`src/design/sorted_software_timer_queue_assert.svh`:
```
// Assertion macros used by the timer queue top level.
`ifndef SORTED_SOFTWARE_TIMER_QUEUE_ASSERT_SVH
`define SORTED_SOFTWARE_TIMER_QUEUE_ASSERT_SVH

// Same-cycle implication, disabled during reset.
`define SSTQ_ASSERT_NOW(lbl, ante, cons, msg) \
	lbl: assert property (@(posedge clk) disable iff (!arst_n) (ante) |-> (cons)) \
		else $error(msg);

// Next-cycle implication, disabled during reset.
`define SSTQ_ASSERT_NEXT(lbl, ante, cons, msg) \
	lbl: assert property (@(posedge clk) disable iff (!arst_n) (ante) |=> (cons)) \
		else $error(msg);

`endif

```
`src/design/sstq_pkg.sv`:
```
// Shared constants and codes for the sorted timer queue.
`timescale 1ns / 1ps
package sstq_pkg;
	localparam int SLOTS     = 32;
	localparam int TAG_BITS  = 16;
	localparam int WORD_BITS = 32;
	localparam int SLOT_BITS = 5;
	localparam int IDX_W     = $clog2(SLOTS);
	localparam int CNT_W     = $clog2(SLOTS + 1);
	localparam logic [WORD_BITS-1:0] FREQ_RESET = 32'd62500000;

	typedef enum logic [1:0] {
		OP_ADD_SEC  = 2'd0,
		OP_ADD_RATE = 2'd1,
		OP_TICK     = 2'd2,
		OP_NONE     = 2'd3
	} opcode_t;

	typedef enum logic [1:0] {
		ST_ACCEPTED  = 2'd0,
		ST_FULL      = 2'd1,
		ST_ZERO_RATE = 2'd2,
		ST_EXPIRED   = 2'd3
	} status_t;
endpackage

```
`src/design/sorted_software_timer_queue.sv`:
```
// Top level: sorted timer slot pool with add/tick sequencer.
// Add after seconds: multiply (S_MUL), saturate (S_SAT), insertion walk, then output wait.
// Add at rate: the bit-serial divider, then the insertion walk.
// Tick: a subtract pass over the active entries, an emit step per expired item, then a
// compaction pass over the kept entries. One item in flight at a time; in_ready only while idle.
// Reset (async, active low): all slots free, queue empty, frequency 62500000.
`timescale 1ns / 1ps
`include "sorted_software_timer_queue_assert.svh"
module sorted_software_timer_queue (
	input  logic                           clk,
	input  logic                           arst_n,
	input  logic                           cfg_valid,
	output logic                           cfg_ready,
	input  logic [sstq_pkg::WORD_BITS-1:0] cfg_data,
	input  logic                           in_valid,
	output logic                           in_ready,
	input  logic [1:0]                     opcode,
	input  logic [sstq_pkg::WORD_BITS-1:0] amount,
	input  logic [sstq_pkg::TAG_BITS-1:0]  tag,
	output logic                           out_valid,
	input  logic                           out_ready,
	output logic [1:0]                     status,
	output logic [sstq_pkg::SLOT_BITS-1:0] slot,
	output logic [sstq_pkg::TAG_BITS-1:0]  fired_tag,
	output logic                           last
);
	import sstq_pkg::*;

	// One-hot sequencer states.
	typedef enum logic [8:0] {
		S_IDLE = 9'b000000001,
		S_MUL  = 9'b000000010,
		S_SAT  = 9'b000000100,
		S_DIV  = 9'b000001000,
		S_INS  = 9'b000010000,
		S_RESP = 9'b000100000,
		S_SUB  = 9'b001000000,
		S_EMIT = 9'b010000000,
		S_COMP = 9'b100000000
	} state_t;

	state_t state_q;

	logic [WORD_BITS-1:0]   freq_q;
	logic [SLOTS-1:0]       free_map_q;
	logic [CNT_W-1:0]       count_q;
	logic [CNT_W-1:0]       idx_q;     // walk pointer (insert position, sub/emit/compact)
	logic [CNT_W-1:0]       nz_q;      // zero entries found by the subtract pass
	logic [WORD_BITS-1:0]   amount_q;
	logic [TAG_BITS-1:0]    tag_q;
	logic [IDX_W-1:0]       new_slot_q;
	logic [WORD_BITS-1:0]   delay_q;
	logic [2*WORD_BITS-1:0] prod_q;

	// Queue kept by sorted position, soonest first.
	logic [WORD_BITS-1:0] pos_rem_q  [SLOTS];
	logic [TAG_BITS-1:0]  pos_tag_q  [SLOTS];
	logic [IDX_W-1:0]     pos_slot_q [SLOTS];

	// Output register.
	logic                 out_valid_q;
	status_t              status_q;
	logic [IDX_W-1:0]     slot_q;
	logic [TAG_BITS-1:0]  fired_tag_q;
	logic                 last_q;

	logic                 in_acc, out_acc;
	logic [IDX_W-1:0]     lo_slot;
	logic [IDX_W-1:0]     rd_idx;
	logic [WORD_BITS-1:0] rd_rem;
	logic [TAG_BITS-1:0]  rd_tag;
	logic [IDX_W-1:0]     rd_slot;
	logic [WORD_BITS-1:0] sub_rem;
	logic [CNT_W-1:0]     idx_dec, comp_dst;
	logic                 div_start, div_done;
	logic [WORD_BITS-1:0] div_quo;
	opcode_t              op_in;

	assign op_in     = opcode_t'(opcode);
	assign in_ready  = (state_q == S_IDLE);
	assign cfg_ready = 1'b1;
	assign in_acc    = in_valid && in_ready;
	assign out_acc   = out_valid_q && out_ready;
	assign idx_dec   = idx_q - 1'b1;
	assign comp_dst  = idx_q - nz_q;

	// Lowest free slot.
	always_comb begin
		lo_slot = '0;
		for (int i = SLOTS - 1; i >= 0; i--) begin
			if (free_map_q[i]) lo_slot = IDX_W'(i);
		end
	end

	// Single read port into the position arrays.
	always_comb begin
		if (state_q == S_INS) rd_idx = idx_dec[IDX_W-1:0];
		else rd_idx = idx_q[IDX_W-1:0];
	end
	assign rd_rem  = pos_rem_q[rd_idx];
	assign rd_tag  = pos_tag_q[rd_idx];
	assign rd_slot = pos_slot_q[rd_idx];
	assign sub_rem = (amount_q > rd_rem) ? '0 : rd_rem - amount_q;

	assign div_start = in_acc && op_in == OP_ADD_RATE && count_q != CNT_W'(SLOTS)
		&& amount != '0;

	sstq_div u_div (
		.clk      (clk),
		.arst_n   (arst_n),
		.start    (div_start),
		.dividend (freq_q),
		.divisor  (amount),
		.done     (div_done),
		.quotient (div_quo)
	);

	always_ff @(posedge clk or negedge arst_n) begin
		if (!arst_n) begin
			freq_q <= FREQ_RESET;
		end else if (cfg_valid && cfg_ready) begin
			freq_q <= cfg_data;
		end
	end

	// Sequencer and control state.
	always_ff @(posedge clk or negedge arst_n) begin
		if (!arst_n) begin
			state_q     <= S_IDLE;
			free_map_q  <= '1;
			count_q     <= '0;
			idx_q       <= '0;
			nz_q        <= '0;
			out_valid_q <= 1'b0;
		end else begin
			case (state_q)
				S_IDLE: begin
					if (in_acc) begin
						case (op_in)
							OP_ADD_SEC, OP_ADD_RATE: begin
								if (count_q == CNT_W'(SLOTS) || free_map_q == '0) begin
									out_valid_q <= 1'b1;
									state_q     <= S_RESP;
								end else if (op_in == OP_ADD_RATE && amount == '0) begin
									out_valid_q <= 1'b1;
									state_q     <= S_RESP;
								end else if (op_in == OP_ADD_SEC) begin
									state_q <= S_MUL;
								end else begin
									state_q <= S_DIV;
								end
							end
							OP_TICK: begin
								idx_q   <= '0;
								nz_q    <= '0;
								state_q <= S_SUB;
							end
							default: state_q <= S_IDLE;
						endcase
					end
				end
				S_MUL: state_q <= S_SAT;
				S_SAT: begin
					idx_q   <= count_q;
					state_q <= S_INS;
				end
				S_DIV: begin
					if (div_done) begin
						idx_q   <= count_q;
						state_q <= S_INS;
					end
				end
				S_INS: begin
					if (idx_q != '0 && rd_rem > delay_q) begin
						idx_q <= idx_dec;
					end else begin
						count_q                <= count_q + 1'b1;
						free_map_q[new_slot_q] <= 1'b0;
						out_valid_q            <= 1'b1;
						state_q                <= S_RESP;
					end
				end
				S_RESP: begin
					if (out_acc) begin
						out_valid_q <= 1'b0;
						state_q     <= S_IDLE;
					end
				end
				S_SUB: begin
					if (idx_q != count_q) begin
						if (sub_rem == '0) nz_q <= nz_q + 1'b1;
						idx_q <= idx_q + 1'b1;
					end else if (nz_q == '0) begin
						state_q <= S_IDLE;
					end else begin
						idx_q   <= '0;
						state_q <= S_EMIT;
					end
				end
				S_EMIT: begin
					if (out_valid_q) begin
						if (out_ready) begin
							out_valid_q <= 1'b0;
							if (idx_q == nz_q) state_q <= S_COMP;
						end
					end else begin
						free_map_q[rd_slot] <= 1'b1;
						out_valid_q         <= 1'b1;
						idx_q               <= idx_q + 1'b1;
					end
				end
				S_COMP: begin
					if (idx_q != count_q) begin
						idx_q <= idx_q + 1'b1;
					end else begin
						count_q <= count_q - nz_q;
						state_q <= S_IDLE;
					end
				end
				default: state_q <= S_IDLE;
			endcase
		end
	end

	// Datapath and queue storage (no reset needed).
	always_ff @(posedge clk) begin
		if (in_acc) begin
			amount_q   <= amount;
			tag_q      <= tag;
			new_slot_q <= lo_slot;
			fired_tag_q <= '0;
			last_q     <= 1'b1;
			slot_q     <= '0;
			if (count_q == CNT_W'(SLOTS) || free_map_q == '0) status_q <= ST_FULL;
			else status_q <= ST_ZERO_RATE;
		end
		case (state_q)
			S_MUL: prod_q <= amount_q * freq_q;
			S_SAT: delay_q <= (prod_q[2*WORD_BITS-1:WORD_BITS] != '0) ? '1
				: prod_q[WORD_BITS-1:0];
			S_DIV: if (div_done) delay_q <= div_quo;
			S_INS: begin
				if (idx_q != '0 && rd_rem > delay_q) begin
					pos_rem_q[idx_q[IDX_W-1:0]]  <= rd_rem;
					pos_tag_q[idx_q[IDX_W-1:0]]  <= rd_tag;
					pos_slot_q[idx_q[IDX_W-1:0]] <= rd_slot;
				end else begin
					pos_rem_q[idx_q[IDX_W-1:0]]  <= delay_q;
					pos_tag_q[idx_q[IDX_W-1:0]]  <= tag_q;
					pos_slot_q[idx_q[IDX_W-1:0]] <= new_slot_q;
					status_q                     <= ST_ACCEPTED;
					slot_q                       <= new_slot_q;
				end
			end
			S_SUB: if (idx_q != count_q) pos_rem_q[idx_q[IDX_W-1:0]] <= sub_rem;
			S_EMIT: begin
				if (!out_valid_q) begin
					status_q    <= ST_EXPIRED;
					slot_q      <= rd_slot;
					fired_tag_q <= rd_tag;
					last_q      <= (idx_q + 1'b1 == nz_q);
				end
			end
			S_COMP: begin
				if (idx_q != count_q) begin
					pos_rem_q[comp_dst[IDX_W-1:0]]  <= rd_rem;
					pos_tag_q[comp_dst[IDX_W-1:0]]  <= rd_tag;
					pos_slot_q[comp_dst[IDX_W-1:0]] <= rd_slot;
				end
			end
			default: ;
		endcase
	end

	assign out_valid = out_valid_q;
	assign status    = status_q;
	assign slot      = SLOT_BITS'(slot_q);
	assign fired_tag = fired_tag_q;
	assign last      = last_q;

	// slots freed during emit are only taken off the count at the end of compaction
	`SSTQ_ASSERT_NOW(a_pool_balance, state_q == S_IDLE,
		($countones(free_map_q) + count_q) == SLOTS,
		"free slots and queued entries do not add up")
	`SSTQ_ASSERT_NOW(a_out_state, out_valid_q, state_q == S_RESP || state_q == S_EMIT,
		"result shown outside a result state")
	`SSTQ_ASSERT_NOW(a_count_max, 1'b1, count_q <= CNT_W'(SLOTS),
		"queue count above pool size")
	`SSTQ_ASSERT_NEXT(a_hold, out_valid_q && !out_ready, out_valid_q && $stable(slot_q),
		"stalled result changed")
endmodule

```
`src/design/sstq_div.sv`:
```
// Restoring divider, one quotient bit per cycle.
`timescale 1ns / 1ps
module sstq_div (
	input  logic                           clk,
	input  logic                           arst_n,
	input  logic                           start,
	input  logic [sstq_pkg::WORD_BITS-1:0] dividend,
	input  logic [sstq_pkg::WORD_BITS-1:0] divisor,
	output logic                           done,
	output logic [sstq_pkg::WORD_BITS-1:0] quotient
);
	import sstq_pkg::*;
	localparam int DIV_CNT_W = $clog2(WORD_BITS);

	logic                 busy_q, done_q;
	logic [DIV_CNT_W-1:0] cnt_q;
	logic [WORD_BITS-1:0] rem_q;
	logic [WORD_BITS-1:0] quo_q, dvs_q;
	logic [WORD_BITS:0]   rem_sh, rem_sub;
	logic                 fits;

	assign rem_sh  = {rem_q, quo_q[WORD_BITS-1]};
	assign rem_sub = rem_sh - {1'b0, dvs_q};
	assign fits    = rem_sh >= {1'b0, dvs_q};

	always_ff @(posedge clk or negedge arst_n) begin
		if (!arst_n) begin
			busy_q <= 1'b0;
			done_q <= 1'b0;
			cnt_q  <= '0;
		end else begin
			done_q <= 1'b0;
			if (start) begin
				busy_q <= 1'b1;
				cnt_q  <= '0;
			end else if (busy_q) begin
				cnt_q <= cnt_q + 1'b1;
				if (cnt_q == DIV_CNT_W'(WORD_BITS - 1)) begin
					busy_q <= 1'b0;
					done_q <= 1'b1;
				end
			end
		end
	end

	// partial remainder stays below the divisor, so 32 bits hold it
	always_ff @(posedge clk) begin
		if (start) begin
			rem_q <= '0;
			quo_q <= dividend;
			dvs_q <= divisor;
		end else if (busy_q) begin
			rem_q <= fits ? rem_sub[WORD_BITS-1:0] : rem_sh[WORD_BITS-1:0];
			quo_q <= {quo_q[WORD_BITS-2:0], fits};
		end
	end

	assign done     = done_q;
	assign quotient = quo_q;
endmodule

```
`config.mk`:
```
export PLATFORM = sky130hd
export DESIGN_NAME = sorted_software_timer_queue
export DESIGN_NICKNAME = d
export VERILOG_FILES = /design/src/design/sstq_pkg.sv /design/src/design/sorted_software_timer_queue.sv /design/src/design/sstq_div.sv
export VERILOG_INCLUDE_DIRS = /design/src /design/src/design
export SDC_FILE = /design/constraint.sdc
export NUM_CORES = 2
export LEC_CHECK = 0
export ABC_AREA = 1
export BUFFER_PORTS_ARGS = -buffer_cell sky130_fd_sc_hd__buf_2
export CAP_MARGIN = 15
export CELL_PAD_IN_SITES_DETAIL_PLACEMENT = 2
export CELL_PAD_IN_SITES_GLOBAL_PLACEMENT = 2
export CORE_MARGIN = 2
export CORE_UTILIZATION = 43
export DETAILED_ROUTE_END_ITERATION = 8
export GPL_TIMING_DRIVEN = 1
export PLACE_DENSITY = 0.8
export SLEW_MARGIN = 5
export SYNTH_ARGS = -nofsm -noshare
export SYNTH_HDL_FRONTEND = slang
export SYNTH_SLANG_ARGS = --single-unit
```
`constraint.sdc`:
```
create_clock -name clk -period 8.07 [get_ports clk]
set_input_delay 2.421 -clock clk [delete_from_list [all_inputs] [get_ports clk]]
set_output_delay 2.421 -clock clk [all_outputs]
set_load 0.01 [all_outputs]
```
Yosys cells after proc, flatten, opt, wreduce, memory -nomap -nowiden --
Memory sizes are Yosys's and may differ from the RTL's. Cells that the tools add are included.
Storage, ports and cells: register bits 368, RAM bits 1696, bits of input ports 87, output and inout port bits 27, word-level logic and storage cells 260, memories kept 3
Memory list:
- pos_rem_q | depth 32, bits a word 32, read ports 1, clocked after Yosys merged registers in 0, wr ports 1, line sorted_software_timer_queue.sv:56 | logic [WORD_BITS-1:0] pos_rem_q [SLOTS];
- pos_tag_q | depth 32, bits a word 16, read ports 1, clocked after Yosys merged registers in 0, wr ports 1, line sorted_software_timer_queue.sv:57 | logic [TAG_BITS-1:0] pos_tag_q [SLOTS];
- pos_slot_q | depth 32, bits a word 5, read ports 1, clocked after Yosys merged registers in 0, wr ports 1, line sorted_software_timer_queue.sv:58 | logic [IDX_W-1:0] pos_slot_q [SLOTS];
Operators by class: $add $sub $neg 9, multiply operators 1, $lt $le $gt $ge 7, equality and inequality tests 35, mux-type cells 132, bitwise logic cells 7, reductions and logical operators 40
Operators with widths (number):
- $mux W32 | 11
- $mux W5 | 27
- $pmux W32 S2 | 2
- $logic_not A32 Y1 | 3
- $mux W6 | 14
- $mux W9 | 9
- $pmux W9 S9 | 1
- $mux W16 | 5
- $gt A32 B32 Y1 | 2
- $mul A32 B32 Y64 | 1
- $reduce_bool A32 Y1 | 2
- $sub A32 B32 Y32 | 2
- $pmux W6 S7 | 1
- $mux W4 | 9
- $mux W1 | 34
- $ge A33 B32 Y1 | 1
- $and A32 B32 Y32 | 1
- $not A32 Y32 | 1
- $or A32 B32 Y32 | 1
- $reduce_or A16 Y1 | 2
- $reduce_or A32 Y1 | 1
- $pmux W6 S2 | 2
- $ne A2 B2 Y1 const B | 11
- $add A6 B1 Y6 const B | 3
- other kinds (52) | 85

Logic depth before layout (Yosys ltp) --
word-level depth 31, depth in mapped cells 46, mapped depth without buffers 41

Cells and area by module --
From an unflattened synthesis, not the netlist that was laid out.
Unflattened totals: cells, all modules 12339, area total of the unflattened synthesis 124050.2 um^2
By module, submodules not included:
- sorted_software_timer_queue | times used 1, cells an instance 11374, area an instance 117328.8 um^2, sequential area each 58243.4 um^2
- sstq_div | times used 1, cells an instance 965, area an instance 6721.4 um^2, sequential area each 2737.6 um^2

Worst setup path before layout --
OpenSTA, ideal clock, no wires.
path kind register to register, from reg freq_q[7], to reg prod_q[52], data pin, setup time 0.252 ns, arrival time 6.982 ns, required time 7.818 ns, slack 0.836 ns, stages on the path, launching flop included 33, path buffers 2, period minus slack after synthesis 7.234 ns, cells stage by stage dfstp_2 -> clkbuf_1 -> clkbuf_1 -> nand2_1 -> inv_1 -> fa_1 -> fa_1 -> fa_1 -> inv_1 -> fa_1 -> inv_1 -> fa_1 -> inv_1 -> fa_1 -> inv_1 -> fa_1 -> fa_1 -> ha_1 -> a21oi_1 -> inv_1 -> a31oi_1 -> a21boi_1 -> o21ai_1 -> a21boi_1 -> o21ai_1 -> a21oi_1 -> o21ai_1 -> nand2_1 -> nand2_1 -> nand3_1 -> nand2_1 -> nand2_1 -> nand2_1
Between the ends: cells in the longest elaborated chain, start to end 1
RTL lines:
- from (decl) | line sorted_software_timer_queue.sv:44 | logic [WORD_BITS-1:0] freq_q;
- from (signal assigned) | line sorted_software_timer_queue.sv:122 | freq_q <= cfg_data;
- $mul A32 B32 Y64 | line sorted_software_timer_queue.sv:238 | S_MUL: prod_q <= amount_q * freq_q;
- to (signal assigned) | line sorted_software_timer_queue.sv:238
- to (decl) | line sorted_software_timer_queue.sv:53 | logic [2*WORD_BITS-1:0] prod_q;
No other way between the ends. A chain may end at the register's enable or synchronous reset.

Worst setup path in the final report --
from reg amount_q[20], to reg prod_q[58], data pin
Between the ends: cells in the longest elaborated chain, start to end 1
RTL lines:
- from (decl) | line sorted_software_timer_queue.sv:49 | logic [WORD_BITS-1:0] amount_q;
- from (signal assigned) | line sorted_software_timer_queue.sv:228 | amount_q <= amount;
- $mul A32 B32 Y64 | line sorted_software_timer_queue.sv:238
No other way between the ends.

==> out/metrics.sh <==
DP.FINAL_HPWL_MM=335
SYN_AREA_PER_CELL_SQ_UM=9.92
CRITICAL_PATH.REG2REG.ENDPOINT='prod_q[58]'
DRIVE_GT1_SHARE_PCT=8.65
CP_COMMON_CELL='sky130_fd_sc_hd__fa_1'
SYNTH_FF_TYPE='sky130_fd_sc_hd__edfxtp_1'
CRITPATHKIND='flop to flop'
POSTSYNTHCELLCOUNT=12400
IO_PINS=114
SETUP-VIOLATIONS-FINAL=0
GRT_PASS1_WL_MM=750
DIEHEIGHT_UM=538
TIMING.REG2REG.WORST_PATH_DEPTH=27
DIE_AREA_SQ_UM=289000
CLOCK_LATENCY_ON_THE_WORST_SKEW_PAIR_NS=0.95
ROUTED_VIA_DENSITY=5.93
TIMING.SETUP.TNS_NS=0
TIMING.REG2REG.SETUP_SLACK_NS=0.19
HOLD_PATH_CLASS='flop to flop'
R2R_START='amount_q[20]'
FINALWORSTSETUPSLACK_NS=0.193
FILL_CELLS=29300
VIAS=96900
NUM_ROWS=196
LAYOUT.CELLS.MOST_COMMON='sky130_fd_sc_hd__nand2_1'
PLACE.GP.CONGESTION=0.913
SLEW_VIOLATIONS=0
OUTCOME='finished, final reports clean'
CLOCK_SINKS=2064
NNETSFINAL=13700
REGISTER_BIT_TOTAL_FROM_SYNTHESIS=2064
PERIOD_SHARE_PCT=97.6
SYNTH_SEQUENTIAL_AREA_RATIO_PCT=49.7
MAX-CAP-VIOLATIONS=0
CLOCKROOTBUFFER='sky130_fd_sc_hd__clkbuf_16'
ROUTED_WIRELENGTH_MM=526
DRC_VIOLATION_COUNT_AFTER_ROUTING=0
DPL_CELL_AREA_SQ_UM=129000
FINALWORSTPATHREQUIREDPERIOD_NS=7.88
CRITICAL-PATH-MAX-STAGE-DELAY_NS=0.57
DIE_W_UM=538
CRITPATHCAPTURETYPE='flop'
PLACEABLECOREAREA_SQ_UM=284000
PLACEDCELLCOUNT=15900
FINALINSTANCEAREA_SQ_UM=137000
MOST-COMMON-LAYOUT-CELLS='sky130_fd_sc_hd__nand2_1, sky130_fd_sc_hd__edfxtp_1, sky130_fd_sc_hd__inv_1'
START_UTIL_PCT=43.1
MAXSLEWHEADROOM_PCT=15.6
CTS_BUFFER_COUNT=226
CLKSLEWWORSTSETUPHOLDPATHS_NS=0.07
TRITONCTS='done'
SYNTHESIS.AREA_SQ_UM=123000
HOLDCRITSTARTPOINT='u_div.rem_q[23]'
FIN_CELLS=16300
WORST-SLEW-PIN-TRANSITION_NS=1.26
CRITICAL_PATH_ARRIVAL_NS=8.51
GRT_PASS1_VIAS=110000
GRT_MAX_DEGREE=192
WL_PER_CELL_UM=32.2
ASYNCSETRESETFLOPFRACSYNTH_PCT=4.80
PORT-BUFFER-COUNT=112
NUMBER_OF_SYNTHESIZED_FLOPS_WITH_AN_ENABLE_PIN=1909
FIRST_PASS_ITERS=5
ANTENNA_FOUND_INITIAL=25
FIN_HOLD_VIOLS=0
DETAILEDPLACE.WORSTSLACK_NS=-0.0946
HOLD-PATH-CELL-COUNT=2
CLOCK-SKEW-FINAL_NS=0.103
GROUTE.USAGE.OVERALL_PCT=35.3
YOSYS.CELL_TYPES.COUNT=71
AREAGROWTHSYNTHTOFINISH_PCT=11.7
MAXIMUM_ROOT_TO_SINK_BUFFER_COUNT=4
WORSTHOLDENDPOINT='u_div.rem_q[23]'
SYNTHESIS.NETS=13700
CRIT_PATH_TOP_DELAY_CELL='sky130_fd_sc_hd__fa_1'
FIRST_ITER_VIOLATIONS=9015
WORST_SETUP_PATH_START_KIND='flop'
WORSTPATHMAXFANOUT=15
TIMING.FMAX_MHz=127
YS_WARN_COUNT=0
HOLD_BUFFERS=0
ANT_NETS=0
CLOCK_TREE.HTREE_LEVEL_COUNT=4
GRT_OVERFLOW_TOTAL=0
CP_DATA_REQUIRED_TIME_NS=8.70
state kept, by name, indices dropped and copies added, names as in the netlist, 32 cells and up:
name	cells
prod_q	64
delay_q	32
pos_tag_q	512
free_map_q	32
u_div.rem_q	32
pos_slot_q	160
freq_q	32
pos_rem_q	1024
u_div.dvs_q	32
amount_q	32
u_div.quotient	32
area by class of cell:
type / instances / area (sq um) / area share (%)
multi-input combinational: 7687 / 52400 / 38.3
clock buffer: 284 / 6030 / 4.40
clock inverter: 131 / 1390 / 1.01
antenna: 12 / 30.0 / 0.0219
timing repair inverter: 2 / 22.5 / 0.0164
tap: 3762 / 4710 / 3.44
timing repair buffer: 477 / 4070 / 2.97
sequential: 2064 / 61000 / 44.5
inverter: 1920 / 7270 / 5.31
cells by family (layout without fill, tap and decap cells):
kind of cell,count (synthesis),after routing,share of synthesized area (%)
AOI/OAI and AO/OA,1186,1186,5.47
other,1,13,0.00306
buffers and inverters,2610,2814,8.23
and+or+nand+nor,5086,5086,17.0
xor gates and xnor gates,134,134,0.957
muxes,4,4,0.0347
DFF,2064,2064,49.7
adders and majority gates,1276,1276,18.5
repair_timing:
action,CTS,global route
resized for setup,7,65
setup buffers,0,19
setup endpoints to repair,4,624
pin swaps,0,1
gates cloned,0,4
worst max-delay path, delay by kind of cell, from the launching register on:
kind,cells,cell delay [ns]
adders and majority gates,9,4.25
and+or+nand+nor,9,1.38
DFF,1,0.48
xor gates and xnor gates,1,0.07
AOI/OAI and AO/OA,1,0.24
buffers and inverters,7,1.14
per-layer routing:
layer,part of all wire (%),track usage [%]
met5,0.013,0
met1,37,41.9
met2,50,61.9
met3,6.2,4.91
met4,6.4,19.2
cells in the mapped netlist, types with 25 or more instances:
library cell / n / share of area, %
sky130_fd_sc_hd__nand2_1: 3495 / 11
sky130_fd_sc_hd__edfxtp_1: 1909 / 47
sky130_fd_sc_hd__inv_1: 1893 / 5.8
sky130_fd_sc_hd__nand3_1: 1089 / 4.4
sky130_fd_sc_hd__fa_1: 900 / 15
sky130_fd_sc_hd__clkbuf_1: 521 / 1.6
sky130_fd_sc_hd__a21oi_1: 477 / 1.9
sky130_fd_sc_hd__ha_1: 376 / 3.8
sky130_fd_sc_hd__o21ai_0: 346 / 1.4
sky130_fd_sc_hd__nor2_1: 298 / 0.91
sky130_fd_sc_hd__buf_2: 123 / 0.50
sky130_fd_sc_hd__o211ai_1: 121 / 0.74
sky130_fd_sc_hd__nor3_1: 99 / 0.40
sky130_fd_sc_hd__xor2_1: 84 / 0.60
sky130_fd_sc_hd__o21ai_1: 81 / 0.33
sky130_fd_sc_hd__dfxtp_1: 56 / 0.91
sky130_fd_sc_hd__dfrtp_1: 53 / 1.1
sky130_fd_sc_hd__xnor2_1: 50 / 0.36
sky130_fd_sc_hd__dfstp_2: 46 / 0.99
sky130_fd_sc_hd__nand4_1: 36 / 0.18
sky130_fd_sc_hd__a31oi_1: 26 / 0.13
sky130_fd_sc_hd__nor4_1: 26 / 0.13
sky130_fd_sc_hd__o221ai_1: 26 / 0.19
sky130_fd_sc_hd__inv_2: 25 / 0.077
worst max-delay path by stage:
stage / start / to
floorplan: freq_q[7] / prod_q[52]
global placement: freq_q[7] / prod_q[57]
detailed placement: freq_q[5] / prod_q[57]
CTS: amount_q[21] / prod_q[61]
global route: freq_q[12] / prod_q[61]
finish: amount_q[20] / prod_q[58]
through the flow:
step | util, % | hold WS, ns
CTS | 47.9 | 0.489
finish | 48.1 | 0.496
global placement | 45.3 | 0.446
global route | 48.1 | 0.512
detailed placement | 45.3 | 0.451
floorplan | - | 0.445
Power is left out: the tool's default activity adds up to more than one toggle a clock period on the data nets, which glitch-free logic cannot reach.
